$ cat src/hdl/timed_blind_position_controller_core_macros.svh
// assertion macros used by the blind controller core
`ifndef TIMED_BLIND_POSITION_CONTROLLER_CORE_MACROS_SVH
`define TIMED_BLIND_POSITION_CONTROLLER_CORE_MACROS_SVH

// checked only outside reset
`define TBPC_ASSERT_RUN(label, clk, rstn, prop, msg) \
    label: assert property (@(posedge clk) disable iff (!rstn) prop) else $error(msg);

// checked on every edge, reset included
`define TBPC_ASSERT_ALWAYS(label, clk, prop, msg) \
    label: assert property (@(posedge clk) prop) else $error(msg);

`endif

$ cat src/hdl/tbpc_pkg.sv
// types, codes and constants of the timed blind position controller
package tbpc_pkg;

    localparam logic [7:0] MAX_POS = 8'd100;

    localparam logic [1:0] OP_CONTROL = 2'd0;
    localparam logic [1:0] OP_SET_POS = 2'd1;
    localparam logic [1:0] OP_STOP    = 2'd2;
    localparam logic [1:0] OP_LOAD    = 2'd3;

    localparam logic [1:0] CFG_STEP_TIME    = 2'd0;
    localparam logic [1:0] CFG_OPEN_ENABLE  = 2'd1;
    localparam logic [1:0] CFG_CLOSE_ENABLE = 2'd2;
    localparam logic [1:0] CFG_SWAP_BUTTONS = 2'd3;

    localparam logic [15:0] STEP_TIME_RESET = 16'd1000;

    typedef enum logic [1:0] {
        MOT_STOPPED = 2'd0,
        MOT_OPENING = 2'd1,
        MOT_CLOSING = 2'd2
    } motion_t;

    typedef struct packed {
        logic [1:0]  operation;
        logic [31:0] now_ms;
        logic [7:0]  target_value;
        logic        open_pressed;
        logic        close_pressed;
    } item_t;

    typedef struct packed {
        logic       relay_open;
        logic       relay_close;
        logic [1:0] motion;
        logic [7:0] position;
        logic       position_changed;
    } result_t;

    typedef struct packed {
        logic [15:0] step_time_ms;
        logic        open_button_enable;
        logic        close_button_enable;
        logic        swap_buttons;
    } cfg_t;

    typedef struct packed {
        logic [7:0]  current_position;
        logic [7:0]  target_position;
        motion_t     motion_state;
        logic [31:0] last_step_time;
    } state_t;

    localparam state_t STATE_RESET = '{
        current_position: 8'd0,
        target_position:  8'd0,
        motion_state:     MOT_STOPPED,
        last_step_time:   32'd0
    };

endpackage

$ cat src/hdl/tbpc_cfg_regs.sv
// configuration register file of the blind controller
module tbpc_cfg_regs (
    input  logic               aclk,
    input  logic               aresetn,
    input  logic               cfg_we,
    input  logic [1:0]         cfg_addr,
    input  logic [15:0]        cfg_wdata,
    output tbpc_pkg::cfg_t     cfg
);

    tbpc_pkg::cfg_t cfg_reg;
    tbpc_pkg::cfg_t cfg_next;

    always_comb begin
        cfg_next = cfg_reg;
        if (cfg_we) begin
            unique case (cfg_addr)
                tbpc_pkg::CFG_STEP_TIME:    cfg_next.step_time_ms        = cfg_wdata;
                tbpc_pkg::CFG_OPEN_ENABLE:  cfg_next.open_button_enable  = cfg_wdata[0];
                tbpc_pkg::CFG_CLOSE_ENABLE: cfg_next.close_button_enable = cfg_wdata[0];
                tbpc_pkg::CFG_SWAP_BUTTONS: cfg_next.swap_buttons        = cfg_wdata[0];
            endcase
        end
    end

    always_ff @(posedge aclk) begin
        if (!aresetn) begin
            cfg_reg.step_time_ms        <= tbpc_pkg::STEP_TIME_RESET;
            cfg_reg.open_button_enable  <= 1'b1;
            cfg_reg.close_button_enable <= 1'b1;
            cfg_reg.swap_buttons        <= 1'b0;
        end else begin
            cfg_reg <= cfg_next;
        end
    end

    assign cfg = cfg_reg;

endmodule

$ cat src/hdl/tbpc_step.sv
// next-state and result logic for one operation of the blind controller
module tbpc_step (
    input  tbpc_pkg::cfg_t     cfg,
    input  tbpc_pkg::state_t   state_cur,
    input  tbpc_pkg::item_t    item,
    output tbpc_pkg::state_t   state_nxt,
    output tbpc_pkg::result_t  result
);

    logic [7:0]  tv_clamped;
    logic        eff_open;
    logic        eff_close;
    logic [31:0] elapsed;
    logic        changed;
    tbpc_pkg::state_t nxt;

    assign tv_clamped = (item.target_value > tbpc_pkg::MAX_POS) ? tbpc_pkg::MAX_POS
                                                                : item.target_value;
    assign eff_open   = cfg.swap_buttons ? item.close_pressed : item.open_pressed;
    assign eff_close  = cfg.swap_buttons ? item.open_pressed  : item.close_pressed;

    always_comb begin
        nxt     = state_cur;
        changed = 1'b0;
        elapsed = 32'd0;
        unique case (item.operation)
            tbpc_pkg::OP_CONTROL: begin
                // open press is handled before close
                if (cfg.open_button_enable && eff_open) begin
                    if (nxt.motion_state == tbpc_pkg::MOT_STOPPED &&
                        nxt.current_position != tbpc_pkg::MAX_POS) begin
                        nxt.target_position = tbpc_pkg::MAX_POS;
                        nxt.motion_state    = (tbpc_pkg::MAX_POS > nxt.current_position) ?
                                              tbpc_pkg::MOT_OPENING : tbpc_pkg::MOT_CLOSING;
                        nxt.last_step_time  = item.now_ms;
                    end else begin
                        nxt.target_position = nxt.current_position;
                        nxt.motion_state    = tbpc_pkg::MOT_STOPPED;
                    end
                end
                if (cfg.close_button_enable && eff_close) begin
                    if (nxt.motion_state == tbpc_pkg::MOT_STOPPED &&
                        nxt.current_position != 8'd0) begin
                        nxt.target_position = 8'd0;
                        nxt.motion_state    = tbpc_pkg::MOT_CLOSING;
                        nxt.last_step_time  = item.now_ms;
                    end else begin
                        nxt.target_position = nxt.current_position;
                        nxt.motion_state    = tbpc_pkg::MOT_STOPPED;
                    end
                end
                // elapsed time wraps with the time stamp
                elapsed = item.now_ms - nxt.last_step_time;
                if (nxt.motion_state != tbpc_pkg::MOT_STOPPED &&
                    elapsed >= {16'd0, cfg.step_time_ms}) begin
                    nxt.last_step_time = item.now_ms;
                    changed            = 1'b1;
                    if (nxt.motion_state == tbpc_pkg::MOT_OPENING) begin
                        if (nxt.current_position < nxt.target_position) begin
                            nxt.current_position = nxt.current_position + 8'd1;
                        end
                        if (nxt.current_position >= nxt.target_position) begin
                            nxt.target_position = nxt.current_position;
                            nxt.motion_state    = tbpc_pkg::MOT_STOPPED;
                        end
                    end else begin
                        if (nxt.current_position > nxt.target_position) begin
                            nxt.current_position = nxt.current_position - 8'd1;
                        end
                        if (nxt.current_position <= nxt.target_position) begin
                            nxt.target_position = nxt.current_position;
                            nxt.motion_state    = tbpc_pkg::MOT_STOPPED;
                        end
                    end
                end
            end
            tbpc_pkg::OP_SET_POS: begin
                // a target equal to the position acts as stop
                if (tv_clamped == nxt.current_position) begin
                    nxt.target_position = nxt.current_position;
                    nxt.motion_state    = tbpc_pkg::MOT_STOPPED;
                end else begin
                    nxt.target_position = tv_clamped;
                    nxt.motion_state    = (tv_clamped > nxt.current_position) ?
                                          tbpc_pkg::MOT_OPENING : tbpc_pkg::MOT_CLOSING;
                    nxt.last_step_time  = item.now_ms;
                end
            end
            tbpc_pkg::OP_STOP: begin
                nxt.target_position = nxt.current_position;
                nxt.motion_state    = tbpc_pkg::MOT_STOPPED;
            end
            tbpc_pkg::OP_LOAD: begin
                nxt.current_position = tv_clamped;
                nxt.target_position  = tv_clamped;
                nxt.motion_state     = tbpc_pkg::MOT_STOPPED;
            end
        endcase
    end

    assign state_nxt               = nxt;
    assign result.relay_open       = (nxt.motion_state == tbpc_pkg::MOT_OPENING);
    assign result.relay_close      = (nxt.motion_state == tbpc_pkg::MOT_CLOSING);
    assign result.motion           = nxt.motion_state;
    assign result.position         = nxt.current_position;
    assign result.position_changed = changed;

endmodule

$ cat src/hdl/timed_blind_position_controller_core.sv
// a beat accepted on s_ is held in the input register, then in the result register, and is offered on m_
// throughput: one beat per cycle while the result is taken, set by the combinational state update between the registers
// a stalled result lets one more beat into the input register, then s_ready drops until m_ready
// reset (aresetn low, synchronous) stops the blind at position 0, target 0, timer 0
// reset restores step time 1000 ms, both buttons enabled, no swap; both channels empty
module timed_blind_position_controller_core (
    input  logic                aclk,
    input  logic                aresetn,
    input  logic                cfg_we,
    input  logic [1:0]          cfg_addr,
    input  logic [15:0]         cfg_wdata,
    input  logic                s_valid,
    output logic                s_ready,
    input  tbpc_pkg::item_t     s_data,
    output logic                m_valid,
    input  logic                m_ready,
    output tbpc_pkg::result_t   m_data
);

`include "timed_blind_position_controller_core_macros.svh"

    tbpc_pkg::cfg_t    cfg;
    tbpc_pkg::item_t   in_data_reg;
    logic              in_valid_reg;
    tbpc_pkg::state_t  state_reg;
    tbpc_pkg::state_t  state_next;
    tbpc_pkg::result_t out_data_reg;
    tbpc_pkg::result_t out_data_next;
    logic              out_valid_reg;
    logic              advance;

    tbpc_cfg_regs u_cfg (
        .aclk      (aclk),
        .aresetn   (aresetn),
        .cfg_we    (cfg_we),
        .cfg_addr  (cfg_addr),
        .cfg_wdata (cfg_wdata),
        .cfg       (cfg)
    );

    tbpc_step u_step (
        .cfg       (cfg),
        .state_cur (state_reg),
        .item      (in_data_reg),
        .state_nxt (state_next),
        .result    (out_data_next)
    );

    // held beat moves on when the result register is free or being emptied
    assign advance = in_valid_reg && (!out_valid_reg || m_ready);
    assign s_ready = !in_valid_reg || advance;

    always_ff @(posedge aclk) begin
        if (!aresetn) begin
            in_valid_reg  <= 1'b0;
            out_valid_reg <= 1'b0;
            state_reg     <= tbpc_pkg::STATE_RESET;
        end else begin
            if (s_valid && s_ready) begin
                in_valid_reg <= 1'b1;
            end else if (advance) begin
                in_valid_reg <= 1'b0;
            end
            if (advance) begin
                out_valid_reg <= 1'b1;
                state_reg     <= state_next;
            end else if (m_ready) begin
                out_valid_reg <= 1'b0;
            end
        end
    end

    always_ff @(posedge aclk) begin
        if (s_valid && s_ready) begin
            in_data_reg <= s_data;
        end
        if (advance) begin
            out_data_reg <= out_data_next;
        end
    end

    assign m_valid = out_valid_reg;
    assign m_data  = out_data_reg;

    `TBPC_ASSERT_RUN(a_no_step_outside_control, aclk, aresetn, advance && in_data_reg.operation != tbpc_pkg::OP_CONTROL |=> !out_data_reg.position_changed, "position step on a non-control beat")
    `TBPC_ASSERT_RUN(a_load_stops, aclk, aresetn, advance && in_data_reg.operation == tbpc_pkg::OP_LOAD |=> out_data_reg.motion == tbpc_pkg::MOT_STOPPED && !out_data_reg.relay_open && !out_data_reg.relay_close, "load position left the blind moving")
    `TBPC_ASSERT_RUN(a_state_held_when_idle, aclk, aresetn, !advance |=> $stable(state_reg), "state changed without a beat")
    `TBPC_ASSERT_RUN(a_relays_match_motion, aclk, aresetn, m_valid |-> (m_data.relay_open == (m_data.motion == tbpc_pkg::MOT_OPENING)) && (m_data.relay_close == (m_data.motion == tbpc_pkg::MOT_CLOSING)), "relay drive disagrees with motion")
    `TBPC_ASSERT_ALWAYS(a_position_in_range, aclk, !aresetn || (state_reg.current_position <= tbpc_pkg::MAX_POS && state_reg.target_position <= tbpc_pkg::MAX_POS), "position beyond maximum")

endmodule
$ cat config.mk
export PLATFORM = sky130hd
export DESIGN_NAME = timed_blind_position_controller_core
export DESIGN_NICKNAME = d
export VERILOG_FILES = /design/src/hdl/tbpc_pkg.sv /design/src/hdl/tbpc_cfg_regs.sv /design/src/hdl/tbpc_step.sv /design/src/hdl/timed_blind_position_controller_core.sv
export VERILOG_INCLUDE_DIRS = /design/src /design/src/hdl
export SDC_FILE = /design/constraint.sdc
export NUM_CORES = 1
export LEC_CHECK = 0
export BUFFER_PORTS_ARGS = -buffer_cell sky130_fd_sc_hd__buf_2
export CAP_MARGIN = 20
export CORE_MARGIN = 2
export CORE_UTILIZATION = 66
export CTS_BUF_LIST = sky130_fd_sc_hd__clkbuf_8
export CTS_CLUSTER_SIZE = 10
export DETAILED_ROUTE_END_ITERATION = 8
export PLACE_DENSITY = 0.86
export SYNTH_ARGS = -nofsm -noshare
export SYNTH_HDL_FRONTEND = slang
export SYNTH_SLANG_ARGS = --single-unit
$ cat constraint.sdc
create_clock -name aclk -period 11.9 [get_ports aclk]
set_clock_uncertainty 0.15 [all_clocks]
set_input_delay 1.19 -clock aclk [delete_from_list [all_inputs] [get_ports aclk]]
set_output_delay 1.19 -clock aclk [all_outputs]
set_load 0.005 [all_outputs]
==> results.txt <==
Post-synth cell types: 92
RSZ-0062 raised after global routing: false
FFs w/ async S/R, synth: 0%
Clock latency on the worst-skew pair: 0.46 ns
All-Layer GR Usage: 34.9%
CP Capture Type: register
CTS root buffer: clkbuf_8
Postcts setup bufs: 0
Mapped Nets: 1295
Worst reg2reg path depth: 24
Internal Power: 0.000907 W
Worst EP required: 11.95 ns
Crit path top cell by count: ha_1
YS warnings: 0
Relative slew slack: 26.2%
Startpoint types: register
First-pass GRT wire length: 44500 µm
Leakage: 4.35 nW
Crit Path Class: register to register
Row count: 44
Worst R2R Setup Slack: 3.94 ns
Max Root-Sink Buffers: 2
Final Hold Viols: 0
Core area: 14600 µm²
CTS Sinks: 128
Iter 0 DRT Violations: 976
Fin crit period: 7.96 ns
Full die area: 16000 µm²
Routed Antenna Nets: 0
IO buf count: 81
FF+latch count, synth: 128
Total iterations of the first detailed-routing run: 6
Vias in the first global route: 8650
Post-route insts no fill: 1402
Post-Synthesis Cell Area: 9900 µm²
Max-slew violations: 0
Synth Instances: 1152
Pin count of the biggest net entering global routing: 74
Die W: 126 µm
Final instance area: 10800 µm²
Most used DFF post-synth: dfxtp_1
Vias per cell: 6.54
H-Tree Level Count: 4
DRC Markers: 0
Buffers & Inverters on Critical Path: 2
Clock Pin Slew Worst Setup and Hold Paths: 0.08 ns
Final period util: 66.9%
Clock share of power: 24.9%
Final setup fails: 0
Detailed Route WL: 27900 µm
Via count: 9176
Initial Utilization: 67.9%
Worst-case vdd ir drop: 96.4 µV
CTS buffer count: 17
Slowest stage delay, CP: 0.60 ns
Status: complete, no violations
Worst-Margin Slew: 1.10 ns
Avg Inst Size Synth: 8.59 µm²
Hold Crit Depth: 2
Placed insts: 1369
Comb pwr share: 41.2%
CTS Hold Bufs: 0
Sequential power share: 33.9%
Resize count post-CTS: 0
Final setup TNS: 0 ns
Hold_sp: u_cfg.cfg[14]$_SDFFE_PN0P_
IO Count: 82
Final #Nets: 1348
Fraction of layout cells with a size suffix above 1: 13.1%
Critical path peak fanout: 41
Max Cap Violations: 0
Max reg flops: 50
N_diodes: 0
Worst Hold Class: register to register
Critical Path, Cell by Cell: inv_1, ha_1, nand2b_1, o31ai_2, o22ai_4, buf_4, mux2i_1, ha_1, a21oi_1, o21bai_1, a31oi_1, and3_1, xnor2_1, ha_1, a21o_1, nor4_1, o221ai_1, or4bb_1, or4_1, nor4_1, a31oi_2, o221a_1, a21oi_1, mux2i_1
Chip Height: 126 µm
Sw Share: 39.3%
PwrDens: 139 nW/µm²
Routed length per instance: 19.9 µm
Delay-heaviest family, CP: compound AO/OA/AOI/OAI gates
Area delta synth->final: 8.75%
EDFF count, synth: 57
Max frequency: 0.126 GHz
GPL Wtd Cong: 1.10
Antenna violations before repair: 0
Hold Path End: u_cfg.cfg[14]$_SDFFE_PN0P_
Slowest CP cell: dfxtp_1
CTS tree: yes
Net Switching: 0.000588 W
Register area share after synthesis: 31.6%
Placed Instance Area: 10400 µm²
Reg2reg end: m_data[2]$_DFFE_PP_
WP data arrival: 8.01 ns
Gr ovfl total: 0
Post-DP HPWL: 20800 µm
Worst R2R Start: state_reg[42]$_SDFFE_PN0P_
-- worst register-to-register path, stage by stage (launching register included) --
cell,delay [ns]
dfxtp_1,0.60
inv_1,0.17
ha_1,0.27
nand2b_1,0.16
o31ai_2,0.15
o22ai_4,0.18
buf_4,0.50
mux2i_1,0.28
ha_1,0.32
a21oi_1,0.39
o21bai_1,0.14
a31oi_1,0.32
and3_1,0.27
xnor2_1,0.14
ha_1,0.27
a21o_1,0.17
nor4_1,0.27
o221ai_1,0.16
or4bb_1,0.52
or4_1,0.42
nor4_1,0.56
a31oi_2,0.54
o221a_1,0.44
a21oi_1,0.17
mux2i_1,0.12
-- worst max-delay path by stage --
stage                                     from             endpoint  slack [ns]  cells past startpoint
floorplan           state_reg[42]$_SDFFE_PN0P_  m_data[2]$_DFFE_PP_        4.88                     31
global placement    state_reg[42]$_SDFFE_PN0P_  m_data[2]$_DFFE_PP_        4.37                     26
detailed placement  state_reg[44]$_SDFFE_PN0P_  m_data[2]$_DFFE_PP_        4.20                     24
CTS                 state_reg[44]$_SDFFE_PN0P_  m_data[2]$_DFFE_PP_        4.13                     24
global route        state_reg[44]$_SDFFE_PN0P_  m_data[6]$_DFFE_PP_        3.60                     24
finish              state_reg[42]$_SDFFE_PN0P_  m_data[2]$_DFFE_PP_        3.94                     24
-- power by group through the flow --
stage	sequential [W]	clock [W]	combinational (W)
after floorplan	0.000507	0	0.000455
after global placement	0.000515	0	0.000588
after detailed placement	0.000516	0	0.000597
after CTS	0.000507	0.000372	0.000602
after global routing	0.000510	0.000388	0.000677
final	0.000507	0.000372	0.000617
-- synthesized netlist by cell type (all sizes together) (9+ instances only) --
| master | n | area, µm² |
|---|---|---|
| a21o | 30 | 225 |
| ha | 76 | 951 |
| o221ai | 9 | 78.8 |
| nor4 | 9 | 71.3 |
| o211ai | 20 | 150 |
| edfxtp | 57 | 1710 |
| nand3 | 34 | 170 |
| nor2 | 56 | 210 |
| nand4 | 23 | 144 |
| a21boi | 25 | 188 |
| nand2b | 28 | 175 |
| o21ai | 63 | 315 |
| a21oi | 75 | 383 |
| mux2i | 55 | 551 |
| a31oi | 15 | 100 |
| xor2 | 16 | 140 |
| nor3 | 25 | 125 |
| and3 | 10 | 62.6 |
| nor2b | 44 | 275 |
| buf | 12 | 80.1 |
| xnor2 | 23 | 201 |
| dfxtp | 71 | 1420 |
| nand2 | 126 | 473 |
| inv | 55 | 206 |
| o31ai | 9 | 91.3 |
| and2 | 10 | 62.6 |
| clkbuf | 45 | 169 |
-- placed cells by master (no fill, tap or decap), drive strengths merged, types with 28 or more instances in the layout --
cell and n:
mux2i 55, nand2b 28, nor2 56, ha 76, nand2 126, edfxtp 57, nor2b 44, o21ai 63
a21oi 75, buf 91, inv 58, a21o 30, nand3 34, dfxtp 71
-- metal layers --
metal	routed length, µm	GRT usage, %
met1	12400	50.2
met2	12100	53.4
met4	644	11.4
met3	2680	6.54
met5	0	0
-- metrics by stage --
stage	total power, W	utilization (%)	setup slack (ns)	hold slack [ns]
2_1_floorplan	0.000961	-	4.88	0.293
3_3_place_gp	0.00110	71.1	4.37	0.304
3_5_place_dp	0.00111	71.1	4.20	0.308
4_1_cts	0.00148	73.7	4.13	0.318
5_1_grt	0.00158	73.8	3.60	0.352
6_report	0.00150	73.8	3.94	0.316
-- cell families (layout without fill, tap and decap cells) --
kind of cell,count (synthesis),count (layout),share of synthesized area (%)
mux,58,58,5.90
buf+inv,113,179,4.64
simple gates,396,396,20.4
other cells,1,1,0.0379
flops,128,128,31.6
xor+xnor,39,39,3.45
fa+ha+maj,78,78,9.81
compound gates,339,339,24.2
-- area by class of cell --
cell class                      instances  area, µm²
Clock buffer                           18        248
Clock inverter                         14        130
Fill cell                            1109       3820
Inverter                               56        210
Multi-Input combinational cell        911       6320
Sequential cell                       128       3130
Tap cell                              184        230
Timing Repair Buffer                   91        493
Note: power is estimated with default switching activity, not from simulation.
